==> config.mk <==
export PLATFORM = sky130hd
export DESIGN_NAME = sliding_window_mean_variance_core
export DESIGN_NICKNAME = d
export VERILOG_FILES = /design/src/sv/swmv_pkg.sv /design/src/sv/swmv_mul.sv /design/src/sv/swmv_div.sv /design/src/sv/sliding_window_mean_variance_core.sv
export SDC_FILE = /design/constraint.sdc
export NUM_CORES = 1
export LEC_CHECK = 0
export BUFFER_PORTS_ARGS = -buffer_cell sky130_fd_sc_hd__buf_2
export CAP_MARGIN = 20
export CORE_AREA = 3 3 311 313
export CTS_CLUSTER_SIZE = 25
export DETAILED_ROUTE_END_ITERATION = 12
export DIE_AREA = 0 0 314 316
export PLACE_DENSITY = 0.52
export RECOVER_POWER = 50
export SYNTH_ARGS = -nofsm -noshare
export SYNTH_HDL_FRONTEND = slang
export SYNTH_SLANG_ARGS = --single-unit
==> constraint.sdc <==
create_clock -name clk_i -period 3.5 [get_ports clk_i]
set_input_delay 0.7 -clock clk_i [delete_from_list [all_inputs] [get_ports clk_i]]
set_output_delay 0.7 -clock clk_i [all_outputs]
set_load 0.1 [all_outputs]
==> src/sv/swmv_pkg.sv <==
// ----------------------------------------------------------------------------
// swmv_pkg: shared types and constants
// Port widths and sequencer states of the sliding-window mean/variance core.
// ----------------------------------------------------------------------------
package swmv_pkg;

  localparam int unsigned SAMPLE_W = 16;
  localparam int unsigned MEAN_W   = 16;
  localparam int unsigned VAR_W    = 31;
  localparam int unsigned FILL_W   = 3;

  typedef enum logic [3:0] {
    ST_IDLE,
    ST_SQ,
    ST_SQ_WAIT,
    ST_SP,
    ST_SP_WAIT,
    ST_DIV,
    ST_DIV_WAIT,
    ST_DONE
  } swmv_state_e;

endpackage

==> src/sv/swmv_mul.sv <==
// ----------------------------------------------------------------------------
// swmv_mul: bit-serial multiplier
// Shift-add over the multiplier, one bit per cycle, LSB first.
// ----------------------------------------------------------------------------
module swmv_mul #(
  parameter int unsigned AW = 16,
  parameter int unsigned BW = 16
) (
  input  logic             clk_i,
  input  logic             rst_ni,
  input  logic             start_i,
  input  logic [AW-1:0]    a_i,
  input  logic [BW-1:0]    b_i,
  output logic             busy_o,
  output logic [AW+BW-1:0] product_o
);

  localparam int unsigned CW = $clog2(BW + 1);

  logic          busy_q;
  logic [CW-1:0] cnt_q;
  logic [AW-1:0] a_q;
  logic [AW:0]   hi_q;
  logic [BW-1:0] lo_q;
  logic [AW:0]   acc;

  // add multiplicand when the current multiplier bit is set
  assign acc = lo_q[0] ? (hi_q + {1'b0, a_q}) : hi_q;

  always_ff @(posedge clk_i or negedge rst_ni) begin
    if (!rst_ni) begin
      busy_q <= 1'b0;
      cnt_q  <= '0;
    end else if (start_i) begin
      busy_q <= 1'b1;
      cnt_q  <= CW'(BW);
    end else if (busy_q) begin
      cnt_q <= cnt_q - CW'(1);
      if (cnt_q == CW'(1)) begin
        busy_q <= 1'b0;
      end
    end
  end

  always_ff @(posedge clk_i) begin
    if (start_i) begin
      a_q  <= a_i;
      hi_q <= '0;
      lo_q <= b_i;
    end else if (busy_q) begin
      hi_q <= {1'b0, acc[AW:1]};
      lo_q <= {acc[0], lo_q[BW-1:1]};
    end
  end

  assign busy_o    = busy_q;
  assign product_o = {hi_q[AW-1:0], lo_q};

endmodule

==> src/sv/swmv_div.sv <==
// ----------------------------------------------------------------------------
// swmv_div: bit-serial restoring divider
// One quotient bit per cycle, dividend MSB first. Divisor must be nonzero.
// ----------------------------------------------------------------------------
module swmv_div #(
  parameter int unsigned DW = 18,
  parameter int unsigned VW = 3
) (
  input  logic          clk_i,
  input  logic          rst_ni,
  input  logic          start_i,
  input  logic [DW-1:0] dividend_i,
  input  logic [VW-1:0] divisor_i,
  output logic          busy_o,
  output logic [DW-1:0] quotient_o
);

  localparam int unsigned CW = $clog2(DW + 1);

  logic          busy_q;
  logic [CW-1:0] cnt_q;
  logic [VW-1:0] div_q;
  logic [VW-1:0] rem_q;
  logic [DW-1:0] quo_q;
  logic [VW:0]   trial;
  logic [VW:0]   diff;
  logic          ge;

  assign trial = {rem_q, quo_q[DW-1]};
  assign diff  = trial - {1'b0, div_q};
  assign ge    = (trial >= {1'b0, div_q});

  always_ff @(posedge clk_i or negedge rst_ni) begin
    if (!rst_ni) begin
      busy_q <= 1'b0;
      cnt_q  <= '0;
    end else if (start_i) begin
      busy_q <= 1'b1;
      cnt_q  <= CW'(DW);
    end else if (busy_q) begin
      cnt_q <= cnt_q - CW'(1);
      if (cnt_q == CW'(1)) begin
        busy_q <= 1'b0;
      end
    end
  end

  // dividend shifts out at the top while quotient bits shift in below
  always_ff @(posedge clk_i) begin
    if (start_i) begin
      div_q <= divisor_i;
      rem_q <= '0;
      quo_q <= dividend_i;
    end else if (busy_q) begin
      rem_q <= ge ? diff[VW-1:0] : trial[VW-1:0];
      quo_q <= {quo_q[DW-2:0], ge};
    end
  end

  assign busy_o     = busy_q;
  assign quotient_o = quo_q;

endmodule

==> src/sv/sliding_window_mean_variance_core.sv <==
// ----------------------------------------------------------------------------
// sliding_window_mean_variance_core: moving mean and variance
// Running sum and sum of squares over the last WINDOW samples, with rounded
// mean and population variance produced by bit-serial arithmetic.
// ----------------------------------------------------------------------------
// Each accepted sample gives exactly one result: the rounded mean
// (sum + n/2) / n, the rounded population variance
// (n*sumsq - sum^2 + n^2/2) / n^2 and n itself, where n is the number of
// samples seen so far until WINDOW have arrived and WINDOW after that. Only
// the low SAMPLE_BITS bits of the sample are used. One transaction is worked
// on at a time and runs through three serial passes in a row before the
// next sample is taken: squaring the new and the leaving sample, squaring
// the window sum, and the variance division, one quotient bit per cycle. The
// result sits in an output register, so the next sample is taken while a
// result still waits for out_ready_i. No clearing pass is needed after reset.
// ----------------------------------------------------------------------------
module sliding_window_mean_variance_core #(
  parameter int unsigned WINDOW      = 4,
  parameter int unsigned SAMPLE_BITS = 16
) (
  input  logic                          clk_i,
  input  logic                          rst_ni,
  input  logic                          in_valid_i,
  output logic                          in_ready_o,
  input  logic [swmv_pkg::SAMPLE_W-1:0] sample_i,
  output logic                          out_valid_o,
  input  logic                          out_ready_i,
  output logic [swmv_pkg::MEAN_W-1:0]   mean_o,
  output logic [swmv_pkg::VAR_W-1:0]    variance_o,
  output logic [swmv_pkg::FILL_W-1:0]   fill_count_o
);

  import swmv_pkg::*;

  localparam int unsigned LW    = $clog2(WINDOW);
  localparam int unsigned NW    = $clog2(WINDOW + 1);   // n and ring index
  localparam int unsigned CW    = $clog2(WINDOW + 2);   // seen count
  localparam int unsigned NN_W  = 2 * NW;
  localparam int unsigned SB    = SAMPLE_BITS;
  localparam int unsigned SUM_W = SB + LW;
  localparam int unsigned SQ_W  = 2 * SB + LW;
  localparam int unsigned SP_W  = 2 * SB + 2 * LW - 1;  // spread <= n^2*max^2/4
  localparam int unsigned MD_W  = SUM_W + 1;
  localparam int unsigned VD_W  = SP_W + 1;
  localparam int unsigned NSQ_W = SQ_W + NW;
  localparam int unsigned SS_W  = 2 * SUM_W;
  localparam int unsigned SPX_W = (NSQ_W > SS_W) ? NSQ_W : SS_W;
  localparam int unsigned MX_W  = (MD_W > MEAN_W) ? MD_W : MEAN_W;
  localparam int unsigned VX_W  = (VD_W > VAR_W) ? VD_W : VAR_W;
  localparam int unsigned FX_W  = (NW > FILL_W) ? NW : FILL_W;

  swmv_state_e state_q, state_d;

  // control state
  logic [CW-1:0]    seen_q;
  logic [NW-1:0]    widx_q;
  logic [SUM_W-1:0] sum_q;
  logic [SQ_W-1:0]  sq_q;
  logic             out_valid_q;

  // per-transaction payload
  logic [SB-1:0]    ring_q [WINDOW+1];
  logic [SB-1:0]    x_q;
  logic [SB-1:0]    old_q;
  logic             full_q;
  logic [NW-1:0]    n_q;
  logic [NN_W-1:0]  nn_q;
  logic [SP_W-1:0]  spread_q;
  logic [MEAN_W-1:0] mean_q;
  logic [VAR_W-1:0]  var_q;
  logic [FILL_W-1:0] fill_q;

  // sequencer strobes
  logic accept;
  logic sq_start, sp_start, div_start, load_out;

  // next ring slot, leaving slot and fill level
  logic [NW-1:0] widx_nx;
  logic [NW-1:0] old_slot;
  logic [CW-1:0] seen_nx;
  logic          full_nx;
  logic [SB-1:0] sample;
  logic [SB-1:0] old_eff;

  // unit results
  logic [2*SB-1:0]  x_sq, old_sq;
  logic [NSQ_W-1:0] nsq;
  logic [SS_W-1:0]  sum_sq;
  logic [SPX_W-1:0] spread_full;
  logic [MD_W-1:0]  mean_quo;
  logic [VD_W-1:0]  var_quo;
  logic [MX_W-1:0]  mean_ext;
  logic [VX_W-1:0]  var_ext;
  logic [FX_W-1:0]  fill_ext;
  logic bx, bo, bn, bs, bm, bv;

  assign sample   = sample_i[SB-1:0];
  assign accept   = in_valid_i && in_ready_o;
  assign widx_nx  = (widx_q == NW'(WINDOW)) ? '0 : widx_q + NW'(1);
  assign old_slot = (widx_nx == NW'(WINDOW)) ? '0 : widx_nx + NW'(1);
  assign seen_nx  = (seen_q == CW'(WINDOW + 1)) ? seen_q : seen_q + CW'(1);
  assign full_nx  = (seen_nx > CW'(WINDOW));
  // while filling nothing leaves the window
  assign old_eff  = full_q ? old_q : '0;

  // --------------------------------------------------------------------------
  // sequencer
  // --------------------------------------------------------------------------
  always_ff @(posedge clk_i or negedge rst_ni) begin
    if (!rst_ni) begin
      state_q <= ST_IDLE;
    end else begin
      state_q <= state_d;
    end
  end

  always_comb begin
    state_d    = state_q;
    in_ready_o = 1'b0;
    sq_start   = 1'b0;
    sp_start   = 1'b0;
    div_start  = 1'b0;
    load_out   = 1'b0;
    case (state_q)
      ST_IDLE: begin
        in_ready_o = 1'b1;
        if (in_valid_i) begin
          state_d = ST_SQ;
        end
      end
      ST_SQ: begin
        sq_start = 1'b1;
        state_d  = ST_SQ_WAIT;
      end
      ST_SQ_WAIT: begin
        if (!(bx || bo)) begin
          state_d = ST_SP;
        end
      end
      ST_SP: begin
        sp_start = 1'b1;
        state_d  = ST_SP_WAIT;
      end
      ST_SP_WAIT: begin
        if (!(bn || bs)) begin
          state_d = ST_DIV;
        end
      end
      ST_DIV: begin
        div_start = 1'b1;
        state_d   = ST_DIV_WAIT;
      end
      ST_DIV_WAIT: begin
        if (!(bm || bv)) begin
          state_d = ST_DONE;
        end
      end
      ST_DONE: begin
        // wait for a free output register
        if (!out_valid_q || out_ready_i) begin
          load_out = 1'b1;
          state_d  = ST_IDLE;
        end
      end
      default: begin
        state_d = ST_IDLE;
      end
    endcase
  end

  // --------------------------------------------------------------------------
  // running totals and fill tracking
  // --------------------------------------------------------------------------
  always_ff @(posedge clk_i or negedge rst_ni) begin
    if (!rst_ni) begin
      seen_q      <= '0;
      widx_q      <= NW'(WINDOW);
      sum_q       <= '0;
      sq_q        <= '0;
      out_valid_q <= 1'b0;
    end else begin
      if (accept) begin
        seen_q <= seen_nx;
        widx_q <= widx_nx;
      end
      // sum - old never goes negative: old is part of the window
      if (sq_start) begin
        sum_q <= sum_q - SUM_W'(old_eff) + SUM_W'(x_q);
      end
      if (state_q == ST_SQ_WAIT && !(bx || bo)) begin
        sq_q <= sq_q - SQ_W'(old_sq) + SQ_W'(x_sq);
      end
      if (load_out) begin
        out_valid_q <= 1'b1;
      end else if (out_ready_i) begin
        out_valid_q <= 1'b0;
      end
    end
  end

  // sample ring: the leaving sample is read in the same cycle the new one
  // lands; the two slots always differ
  always_ff @(posedge clk_i) begin
    if (accept) begin
      ring_q[widx_nx] <= sample;
      old_q           <= ring_q[old_slot];
      x_q             <= sample;
      full_q          <= full_nx;
      n_q             <= full_nx ? NW'(WINDOW) : NW'(seen_nx);
    end
  end

  always_ff @(posedge clk_i) begin
    if (sq_start) begin
      nn_q <= NN_W'(n_q) * NN_W'(n_q);
    end
    if (state_q == ST_SP_WAIT && !(bn || bs)) begin
      spread_q <= spread_full[SP_W-1:0];
    end
    if (load_out) begin
      mean_q <= mean_ext[MEAN_W-1:0];
      var_q  <= var_ext[VAR_W-1:0];
      fill_q <= fill_ext[FILL_W-1:0];
    end
  end

  assign spread_full = SPX_W'(nsq) - SPX_W'(sum_sq);
  assign mean_ext    = MX_W'(mean_quo);
  assign var_ext     = VX_W'(var_quo);
  assign fill_ext    = FX_W'(n_q);

  // --------------------------------------------------------------------------
  // serial units
  // --------------------------------------------------------------------------
  swmv_mul #(.AW(SB), .BW(SB)) u_mul_x (
    .clk_i, .rst_ni, .start_i(sq_start), .a_i(x_q), .b_i(x_q),
    .busy_o(bx), .product_o(x_sq)
  );

  swmv_mul #(.AW(SB), .BW(SB)) u_mul_old (
    .clk_i, .rst_ni, .start_i(sq_start), .a_i(old_eff), .b_i(old_eff),
    .busy_o(bo), .product_o(old_sq)
  );

  swmv_mul #(.AW(SQ_W), .BW(NW)) u_mul_nsq (
    .clk_i, .rst_ni, .start_i(sp_start), .a_i(sq_q), .b_i(n_q),
    .busy_o(bn), .product_o(nsq)
  );

  swmv_mul #(.AW(SUM_W), .BW(SUM_W)) u_mul_sum (
    .clk_i, .rst_ni, .start_i(sp_start), .a_i(sum_q), .b_i(sum_q),
    .busy_o(bs), .product_o(sum_sq)
  );

  swmv_div #(.DW(MD_W), .VW(NW)) u_div_mean (
    .clk_i, .rst_ni, .start_i(div_start),
    .dividend_i(MD_W'(sum_q) + MD_W'(n_q >> 1)),
    .divisor_i(n_q),
    .busy_o(bm), .quotient_o(mean_quo)
  );

  swmv_div #(.DW(VD_W), .VW(NN_W)) u_div_var (
    .clk_i, .rst_ni, .start_i(div_start),
    .dividend_i(VD_W'(spread_q) + VD_W'(nn_q >> 1)),
    .divisor_i(nn_q),
    .busy_o(bv), .quotient_o(var_quo)
  );

  assign out_valid_o  = out_valid_q;
  assign mean_o       = mean_q;
  assign variance_o   = var_q;
  assign fill_count_o = fill_q;

endmodule

==> impl_metrics.yaml <==
clock_network:
  ctsHoldBuffers: 0
  clkLatencyLatePin_ns: 0.63
  cts_buffer_depth: 3
  clk_pin_slew_ns: 0.06
  numCtsBuffers: 70
  ctsRootBufferMaster: "clkbuf_16"
  cts_tree: "built"
  clkSinkCount: 595
  htreeDepth: 3
setup_path:
  crit_path_cell_trace: "buf_6 > and2_1 > fa_1 > inv_1 > ha_4 > a21oi_2 > nor2b_1 > o21a_1 > o311a_1 > a31o_2 > a221o_1 > a211oi_2 > mux2i_1 > o211ai_1"
  cp-start-kind: "register"
  critPathCaptureType: "register"
  r2r_cells: 14
  cpPeakStageDelay_ns: 0.50
  cp_slowest_cell: "fa_1"
  crit_fanout: 10
  critPathBufInv: 2
  worst_ep_required_time_ns: 3.99
  cp.arrival_ns: 4.05
  cp_top_family: "compound AO/OA/AOI/OAI gates"
  path_class: "register to register"
  cp_num_cells: 14
drt:
  wl_per_cell_um: 17.48
  viasPerCell: 4.872
  drc_errors: 0
  routed_wl_um: 82110
  drt_first_pass_iters: 7
  vias: 22880
  ant_nets: 0
  dr.first_iter.drc_count: 1603
place:
  gp_congestion: 0.8463
  io_buffers: 71
  place_hpwl_um: 60790
  dpl.cell_count: 4552
timing:
  fin_ws_ns: -0.05491
  report.final.setup_viol: 2
  fin_crit_sh_pct: 101.6
  fin_worst_skew_ns: 0.02079
  finalHoldViolCount: 0
  min_period_ns: 3.555
  worst_slew_pin_slew_ns: 1.704
  slew_violations: 182
  fmax_mhz: 281.3
  rsz0062_at_grt: "true"
  relSlewSlack_pct: -13.58
synthesis:
  synth_top_flop_cell: "edfxtp_1"
  async_flop_share_pct: 16.13
  synth_most_common_cell: "edfxtp_1"
  synth_top_area_share_pct: 37.08
  synth_top_area_cell: "edfxtp_1"
  synth_seq_cells: 595
  synth_area_leaders: "edfxtp_1 37%, ha_1 7.8%, dfrtp_1 7.2%"
  yosysUniqueCellTypes: 90
  synthesis.area_um2: 32880
  synth_warnings: 0
  postSynthAreaPerCell_um2: 10.30
  synth_commonest_cells: "406 x edfxtp_1, 373 x nand2_1, 315 x inv_1"
  netlist_instances: 3191
  synth-edff-count: 406
  ys_seq_area_share_pct: 50.06
  synthesis.nets: 3471
die:
  core_area_um2: 94590
  top_level_ports: 72
  dieWidth_um: 314
  initial_core_util_pct: 34.76
  dieArea_um2: 99220
  die_h_um: 316
  rows: 113
grt:
  grt_max_degree: 79
  grt_use_total_pct: 16.52
  grt_pass1_wl_um: 127800
  grt_pass1_vias: 22040
  grt_overflow: 0
  antenna_found_initial: 1
layout:
  multi_input_area_um2: 15130
  regArea_um2: 16460
  antennaDiodeCount: 0
  final_cell_count_no_fill: 4697
  final_nets: 3655
  synthToLayoutAreaGrowth_pct: 15.73
  layout-drive-gt1-share_pct: 9.528
  nFillCells: 9272
outcome:
  status: "complete, but fails checks"
  violations: "capacitance limit, slew limit, setup timing"
run:
  cap_violations: 5
hold_path:
  min_path_type: "input pin to register"
  worstHoldPathCells: 1
[final timing paths]
check / start / endpoint / slack [ns]
min: sample_i[11] / ring_q[1][11] / 0.40
min reg2reg: nn_q[0] / u_div_var.div_q[0] / 0.44
max: full_q / sum_q[17] / -0.05
max reg2reg: full_q / sum_q[17] / -0.05
min in group asynchronous: rst_ni / sq_q[29] / 0.47
max in group asynchronous: rst_ni / sq_q[9] / 0.66
[registers in the layout (all words and copies together), names as in the netlist, 16 cells and up]
name                   count
u_mul_x.hi_q              16
u_mul_sum.lo_q            18
u_mul_nsq.a_q             34
u_mul_sum.a_q             18
variance_o                31
u_div_var.quotient_o      36
mean_o                    16
old_q                     16
sum_q                     18
u_mul_old.hi_q            16
u_mul_old.lo_q            16
u_mul_nsq.hi_q            34
ring_q                    80
x_q                       16
u_mul_x.a_q               16
u_mul_sum.hi_q            18
u_div_mean.quotient_o     19
u_mul_old.a_q             16
u_mul_x.lo_q              16
sq_q                      34
spread_q                  35
[per-stage QoR]
stage / hold slack [ns] / TNS (ns) / worst slack, ns / area, um2 / utilization (%)
after floorplan: 0.4003 / 0 / 0.007580 / 32910 / -
after global placement: 0.4215 / -1.136 / -0.1833 / 35520 / 37.56
after detailed placement: 0.4273 / -0.8800 / -0.1990 / 35520 / 37.56
after CTS: 0.1765 / -0.08879 / -0.08150 / 38040 / 40.22
after global routing: 0.3872 / -1.915 / -0.2409 / 38050 / 40.23
final: 0.4048 / -0.08704 / -0.05491 / 38050 / 40.23
[cells in the final DEF (no fill, tap or decap), types with 11 or more instances in the layout]
| cell type | n |
|---|---|
| edfxtp_1 | 406 |
| nand2_1 | 373 |
| inv_1 | 311 |
| o21ai_0 | 258 |
| nor2_1 | 204 |
| ha_1 | 200 |
| a21oi_1 | 175 |
| xnor2_1 | 117 |
| clkbuf_1 | 112 |
| buf_4 | 101 |
| dfrtp_1 | 94 |
| dfxtp_1 | 93 |
| xor2_1 | 73 |
| clkbuf_16 | 71 |
| nand3_1 | 66 |
| a21o_1 | 64 |
| a211oi_1 | 54 |
| fa_1 | 53 |
| mux2i_1 | 48 |
| nor3_1 | 42 |
| nor2b_1 | 31 |
| o21a_1 | 28 |
| nand2b_1 | 26 |
| and3_1 | 22 |
| a31oi_1 | 21 |
| o21bai_1 | 20 |
| and2_1 | 17 |
| nand4_1 | 17 |
| or3_1 | 16 |
| o221ai_1 | 16 |
| and2_0 | 13 |
| clkinv_2 | 13 |
| clkinv_1 | 13 |
| a21oi_2 | 12 |
| mux2_2 | 12 |
| o211ai_1 | 11 |
| bufinv_16 | 11 |
[layer usage]
layer,track usage (%),wire length [um],up-vias
met5,0,0,-
met4,4.931,2419,0
met3,2.792,3071,110
met2,27.02,37780,338
met1,22.52,38840,10780
li1,-,-,11650
[cell families after synthesis]
logic type,after synthesis,synth area share [%]
AOI/OAI and AO/OA,778,14.75
xor gates and xnor gates,191,5.088
adders and majority gates,260,11.15
buffers and inverters,425,4.852
DFF,595,50.06
muxes,60,1.872
and+or+nand+nor,882,12.23
[what timing repair did]
| action | CTS | global route |
|---|---|---|
| setup endpoints to repair | 14 | 24 |
| gates resized for setup | 15 | 43 |
| pin swaps | 11 | 33 |
| buffers inserted | 6 | 10 |
| gates cloned | 0 | 0 |
[layout make-up]
type / count / area share (%)
Tap cell: 1265 / 4.160
Clock inverter: 42 / 1.411
Timing Repair Buffer: 218 / 3.311
Inverter: 319 / 3.160
Multi-Input combinational cell: 2171 / 39.77
Sequential cell: 595 / 43.26
Clock buffer: 87 / 4.933
Power is left out: the tool's default activity adds up to more than one toggle a clock period on the data nets, which glitch-free logic cannot reach.
